===== config.mk =====
export PLATFORM = sky130hd
export DESIGN_NAME = scf_front
export DESIGN_NICKNAME = d
export VERILOG_FILES = /design/src/sv/scf_pkg.sv /design/src/sv/scf_front.sv
export SDC_FILE = /design/constraint.sdc
export NUM_CORES = 1
export LEC_CHECK = 0
export BUFFER_PORTS_ARGS = -buffer_cell sky130_fd_sc_hd__buf_2
export CAP_MARGIN = 20
export CELL_PAD_IN_SITES_DETAIL_PLACEMENT = 0
export CELL_PAD_IN_SITES_GLOBAL_PLACEMENT = 2
export CORE_MARGIN = 2
export CORE_UTILIZATION = 45
export CTS_CLUSTER_SIZE = 10
export DETAILED_ROUTE_END_ITERATION = 6
export PLACE_DENSITY_LB_ADDON = 0.3
export SETUP_SLACK_MARGIN = 0.4
export SLEW_MARGIN = 20
export SYNTH_ARGS = -nofsm -noshare
export SYNTH_HDL_FRONTEND = slang
export SYNTH_SLANG_ARGS = --single-unit

===== constraint.sdc =====
create_clock -name aclk -period 4.1 [get_ports aclk]
set_input_delay 1.23 -clock aclk [delete_from_list [all_inputs] [get_ports aclk]]
set_output_delay 1.23 -clock aclk [all_outputs]
set_load 0.05 [all_outputs]

===== src/sv/scf_pkg.sv =====
// Shared constants, types and helpers for the strip cluster finder.
`timescale 1ns / 1ps
`default_nettype none

package scf_pkg;

    // Geometry and field widths
    localparam int NUM_STRIPS   = 128;
    localparam int IDX_W        = $clog2(NUM_STRIPS);
    localparam int ENERGY_BITS  = 18;
    localparam int BIN_W        = ENERGY_BITS + 2;
    localparam int STRIP_W      = 7;
    localparam int HIT_THR_W    = 18;
    localparam int PEAK_W       = 17;
    localparam int MAX_RESULTS  = 64;
    localparam int CNT_W        = $clog2(MAX_RESULTS + 1);
    localparam int SUM_W        = BIN_W - 1 + IDX_W;
    localparam int WSUM_W       = SUM_W + IDX_W;
    localparam int CL_ENERGY_W  = 26;
    localparam int POS_W        = 15;
    localparam int FRAC_W       = 8;
    localparam int WIDTH_W      = 8;
    localparam int REGION_W     = 2;
    localparam int FIFO_DEPTH   = 4;

    localparam logic [CL_ENERGY_W-1:0] CL_ENERGY_MAX = '1;

    // Pitch region codes
    localparam logic [REGION_W-1:0] REG_GUARD  = 2'd0;
    localparam logic [REGION_W-1:0] REG_FINE   = 2'd1;
    localparam logic [REGION_W-1:0] REG_MEDIUM = 2'd2;
    localparam logic [REGION_W-1:0] REG_COARSE = 2'd3;

    // Input mode codes
    localparam logic [1:0] MODE_LOAD   = 2'd0;
    localparam logic [1:0] MODE_HIT    = 2'd1;
    localparam logic [1:0] MODE_EOE    = 2'd2;
    localparam logic [1:0] MODE_UNUSED = 2'd3;

    typedef enum logic [1:0] {
        OP_LOAD,
        OP_HIT,
        OP_EOE
    } scf_op_t;

    typedef struct packed {
        scf_op_t                      op;
        logic [STRIP_W-1:0]           strip;
        logic signed [ENERGY_BITS-1:0] energy;
        logic signed [HIT_THR_W-1:0]  hit_thr;
        logic [PEAK_W-1:0]            peak_thr;
    } scf_item_t;

    typedef struct packed {
        logic                   cluster_valid;
        logic [CL_ENERGY_W-1:0] cluster_energy;
        logic [POS_W-1:0]       cluster_position;
        logic [WIDTH_W-1:0]     cluster_width;
        logic [REGION_W-1:0]    pitch_region;
        logic                   last;
    } scf_res_t;

    typedef enum logic [4:0] {
        ST_IDLE,
        ST_HIT_CHK,
        ST_SCAN,
        ST_SCAN_END,
        ST_SEED,
        ST_SEED_CHK,
        ST_EMIT_PEND,
        ST_GROW_LO,
        ST_LO_CHK,
        ST_GROW_HI,
        ST_HI_CHK,
        ST_ACC_RD,
        ST_ACC_MUL,
        ST_ACC_ADD,
        ST_DIV_GO,
        ST_DIV_WAIT,
        ST_FINISH
    } scf_state_t;

    // Pitch region from the integer strip part of the position
    function automatic logic [REGION_W-1:0] region_of(input logic [POS_W-FRAC_W-1:0] p);
        logic [REGION_W-1:0] r;
        if (p < 7'd4 || p >= 7'd123)  r = REG_GUARD;
        else if (p < 7'd28)           r = REG_COARSE;
        else if (p < 7'd48)           r = REG_MEDIUM;
        else if (p < 7'd79)           r = REG_FINE;
        else if (p < 7'd99)           r = REG_MEDIUM;
        else                          r = REG_COARSE;
        return r;
    endfunction

endpackage

`default_nettype wire


===== src/sv/scf_front.sv =====
// Input side: accepts words, decodes the mode and queues work for the engine.
`timescale 1ns / 1ps
`default_nettype none

module scf_front (
    input  wire logic              aclk,
    input  wire logic              aresetn,
    input  wire logic              s_tvalid,
    output logic                   s_tready,
    input  wire logic [63:0]       s_tdata,  // strip, energy, hit_threshold, peak_threshold
    input  wire logic [1:0]        s_tuser,  // mode
    output logic                   item_valid,
    output scf_pkg::scf_item_t     item,
    input  wire logic              item_pop
);
    import scf_pkg::*;

    localparam int PTR_W = $clog2(FIFO_DEPTH);

    scf_item_t          fifo_mem [FIFO_DEPTH];
    logic [PTR_W-1:0]   wr_ptr_reg, rd_ptr_reg;
    logic [PTR_W:0]     count_reg;
    logic               push, pop;
    scf_item_t          dec;

    // Decode the word; unknown mode is dropped here
    always_comb begin
        dec.strip    = s_tdata[6:0];
        dec.energy   = signed'(s_tdata[24:7]);
        dec.hit_thr  = signed'(s_tdata[42:25]);
        dec.peak_thr = s_tdata[59:43];
        case (s_tuser)
            MODE_LOAD: dec.op = OP_LOAD;
            MODE_HIT:  dec.op = OP_HIT;
            default:   dec.op = OP_EOE;
        endcase
    end

    assign s_tready   = (count_reg != (PTR_W+1)'(FIFO_DEPTH));
    assign push       = s_tvalid && s_tready && (s_tuser != MODE_UNUSED);
    assign item_valid = (count_reg != '0);
    assign pop        = item_pop && item_valid;
    assign item       = fifo_mem[rd_ptr_reg];

    always_ff @(posedge aclk) begin
        if (push) begin
            fifo_mem[wr_ptr_reg] <= dec;
        end
    end

    // Queue pointers
    always_ff @(posedge aclk) begin
        if (!aresetn) begin
            wr_ptr_reg <= '0;
            rd_ptr_reg <= '0;
            count_reg  <= '0;
        end else begin
            if (push) wr_ptr_reg <= wr_ptr_reg + 1'b1;
            if (pop)  rd_ptr_reg <= rd_ptr_reg + 1'b1;
            case ({push, pop})
                2'b10:   count_reg <= count_reg + 1'b1;
                2'b01:   count_reg <= count_reg - 1'b1;
                default: count_reg <= count_reg;
            endcase
        end
    end

endmodule

`default_nettype wire


==> impl_metrics.env <==
export IMPL_synth_seq_area_share=0.800
export IMPL_maxCapViolCount=0
export IMPL_cts_tree="done"
export IMPL_synth_ff_type="edfxtp_1"
export IMPL_area_growth_synth_to_final_pct=18.5
export IMPL_antenna_found_initial=1
export IMPL_routed_wirelength_mm=17.0
export IMPL_dr_pass1_iters=6
export IMPL_min_path_type="register to register"
export IMPL_cts_made_buffers=29
export IMPL_p_sw_frac=0.335
export IMPL_finalSetupTns_ns=0
export IMPL_final_common_cell="edfxtp_1"
export IMPL_gr_usage_all_layers=0.154
export IMPL_rsz0062_at_grt="no"
export IMPL_worstPathCellList="buf_12, mux4_2, buf_2"
export IMPL_syn_nets=455
export IMPL_grt_max_degree=39
export IMPL_largest_reg_flops=248
export IMPL_power_frac_comb=0.303
export IMPL_crit_fanout=29
export IMPL_overflow=0
export IMPL_yosysUniqueCellTypes=24
export IMPL_dp_hpwl_mm=9.75
export IMPL_clk_path_buf_depth=3
export IMPL_clock_latency_ns=0.53
export IMPL_htree_num_levels=1
export IMPL_synth_top_area_frac=0.781
export IMPL_drc_errors=0
export IMPL_ant_nets=0
export IMPL_port_buffers=129
export IMPL_ir_drop_mv=0.429
export IMPL_place_gp_congestion=0.718
export IMPL_syn_inst=379
export IMPL_cts_root_buf="clkbuf_16"
export IMPL_avgSynthCellArea_um2=25.1
export IMPL_ys_ff_latch=257
export IMPL_p_clk_frac=0.281
export IMPL_fin_area_mm2=0.0113
export IMPL_p_leak_nw=3.76
export IMPL_seqPwrFrac=0.415
export IMPL_vias_per_cell=5.22
export IMPL_relSlewSlack=0.631
export IMPL_dieWidth_um=150
export IMPL_status="complete, no violations"
export IMPL_p_switching_mw=2.60
export IMPL_wire_per_inst_um=20.8
export IMPL_fmax_mhz=293
export IMPL_postLayoutCoreUtil=0.540
export IMPL_yosysWarnings=0
export IMPL_finalHoldViolations=0
export IMPL_worstSetupPathType="register to output port"
export IMPL_power_density_mw_per_mm2=686
export IMPL_setup_violations=0
export IMPL_fin_crit_sh=0.831
export IMPL_critical_path_buf_inv_count=2
export IMPL_finalClockSkew_ns=0.0191
export IMPL_p_total_mw=7.75
export IMPL_num_nets_final=608
export IMPL_grt_pass1_wl_mm=25.8
export IMPL_fin_crit_ns=3.41
export IMPL_arrival_ns=2.18
export IMPL_cpPeakStageDelay_ns=0.57
export IMPL_dieHeight_um=150
export IMPL_intPower_mw=5.15
export IMPL_async_flop_share=0
export IMPL_floorplan_initialDensity=0.456
export IMPL_clk_pin_slew_worst_paths_ns=0.05
export IMPL_crit_path_top_delay_cell="mux4_2"
export IMPL_worstMarginPinSlew_ns=0.554
export IMPL_grt_pass1_vias=4677
export IMPL_die_area_mm2=0.0224
export IMPL_critPathTopFamily="multiplexers"
export IMPL_synth_edf_count=248
export IMPL_vias=4274
export IMPL_fill_cells=1643
export IMPL_synth_top_cells_by_area="edfxtp_1 78%, mux4_2 14%, dfxtp_1 1.9%, buf_12 1.3%, ha_1 0.66%"
export IMPL_yosysTopAreaCell="edfxtp_1"
export IMPL_endpoint_kind="output port"
export IMPL_clock_sinks=257
export IMPL_ioPinCount=134
export IMPL_layout_common_cells="248 x edfxtp_1, 129 x buf_2, 60 x mux4_2"
export IMPL_core_rowCount=53
export IMPL_finalMaxSlewViolations=0
export IMPL_required_ns=2.87
export IMPL_cp_start_kind="register"
export IMPL_core_area_mm2=0.0209
export IMPL_syn_area_mm2=0.00953
export IMPL_drtIter0Drc=198
export IMPL_drive_above_1_share=0.433
export IMPL_dpl_cell_area_mm2=0.0105
-- cells by family (layout without fill, tap and decap cells) --
kind of cell	Yosys count	in the layout	synth area share
mux	64	64	0.149
compound gates	6	6	0.00643
flops	257	257	0.800
xor+xnor	4	4	0.00368
fa+ha+maj	6	6	0.00866
buf+inv	23	187	0.0209
simple gates	19	19	0.0106
other cells	0	1	0
-- worst reg2reg max path: cells and delay by family, from the launching register on --
family | cells | cell delay (ns)
AND/OR/NAND/NOR | 2 | 0.67
buffers and inverters | 1 | 0.33
AO/OA/AOI/OAI | 1 | 0.43
flip-flops | 1 | 0.42
-- power groups by stage --
| stage | clock (mW) | combinational (mW) | sequential [mW] |
|---|---|---|---|
| 2_1_floorplan | 0 | 2.03 | 3.20 |
| 3_3_place_gp | 0 | 2.31 | 3.30 |
| 3_5_place_dp | 0 | 2.32 | 3.31 |
| 4_1_cts | 2.24 | 2.33 | 3.26 |
| 5_1_grt | 2.35 | 2.48 | 3.25 |
| 6_report | 2.18 | 2.35 | 3.22 |
-- timing repair --
action / 4_1_cts / 5_1_grt
hold buffers: 0 / 0
buffers inserted: 0 / 1
gates resized for setup: 0 / 0
setup endpoints to repair: 0 / 37
-- worst paths after layout --
check	from	depth (start not counted)	slack [ns]	to
max	register	3	0.69	item[49]
min reg2reg	wr_ptr_reg[1]	2	0.51	wr_ptr_reg[1]
max reg2reg	count_reg[0]	4	1.92	fifo_mem[0][9]
min	wr_ptr_reg[1]	2	0.51	wr_ptr_reg[1]
-- synth_stat cells (2+ instances only) --
cell      instances
and2_1            7
buf_12            6
buf_2             6
clkbuf_1          3
dfxtp_1           9
edfxtp_1        248
ha_1              5
inv_1             7
mux2i_1           2
mux4_1            2
mux4_2           60
nand2_1           6
nor2b_1           3
o21ai_0           2
or3_1             2
xnor2_1           3
-- final cells by class --
cell class | instances | area [um^2] | area share
clock buffers | 41 | 771 | 0.0683
diodes | 1 | 2.50 | 0.000222
clock inverters | 1 | 8.76 | 0.000776
inverters | 7 | 26.3 | 0.00233
well taps | 275 | 344 | 0.0305
flip-flops and latches | 257 | 7630 | 0.676
repair buffers | 138 | 788 | 0.0698
multi-input cells | 99 | 1710 | 0.152
-- routing by layer --
metal  share of wire  global-route usage  up-vias
met5               0                   0        -
met4           0.012              0.0400        0
met3           0.051              0.0323       16
met2            0.52               0.270      110
met1            0.41               0.197     2242
li1                -                   -     1906
-- per-stage QoR --
step                      std cells  worst slack [ns]  hold WS (ns)
after CTS                       817             0.431         0.511
after global placement          775              1.01         0.476
after floorplan                 379             0.550         0.468
after detailed placement        775             0.990         0.504
after global routing            818             0.567         0.547
final                           819             0.692         0.508
Note: power is estimated with default switching activity, not from simulation.
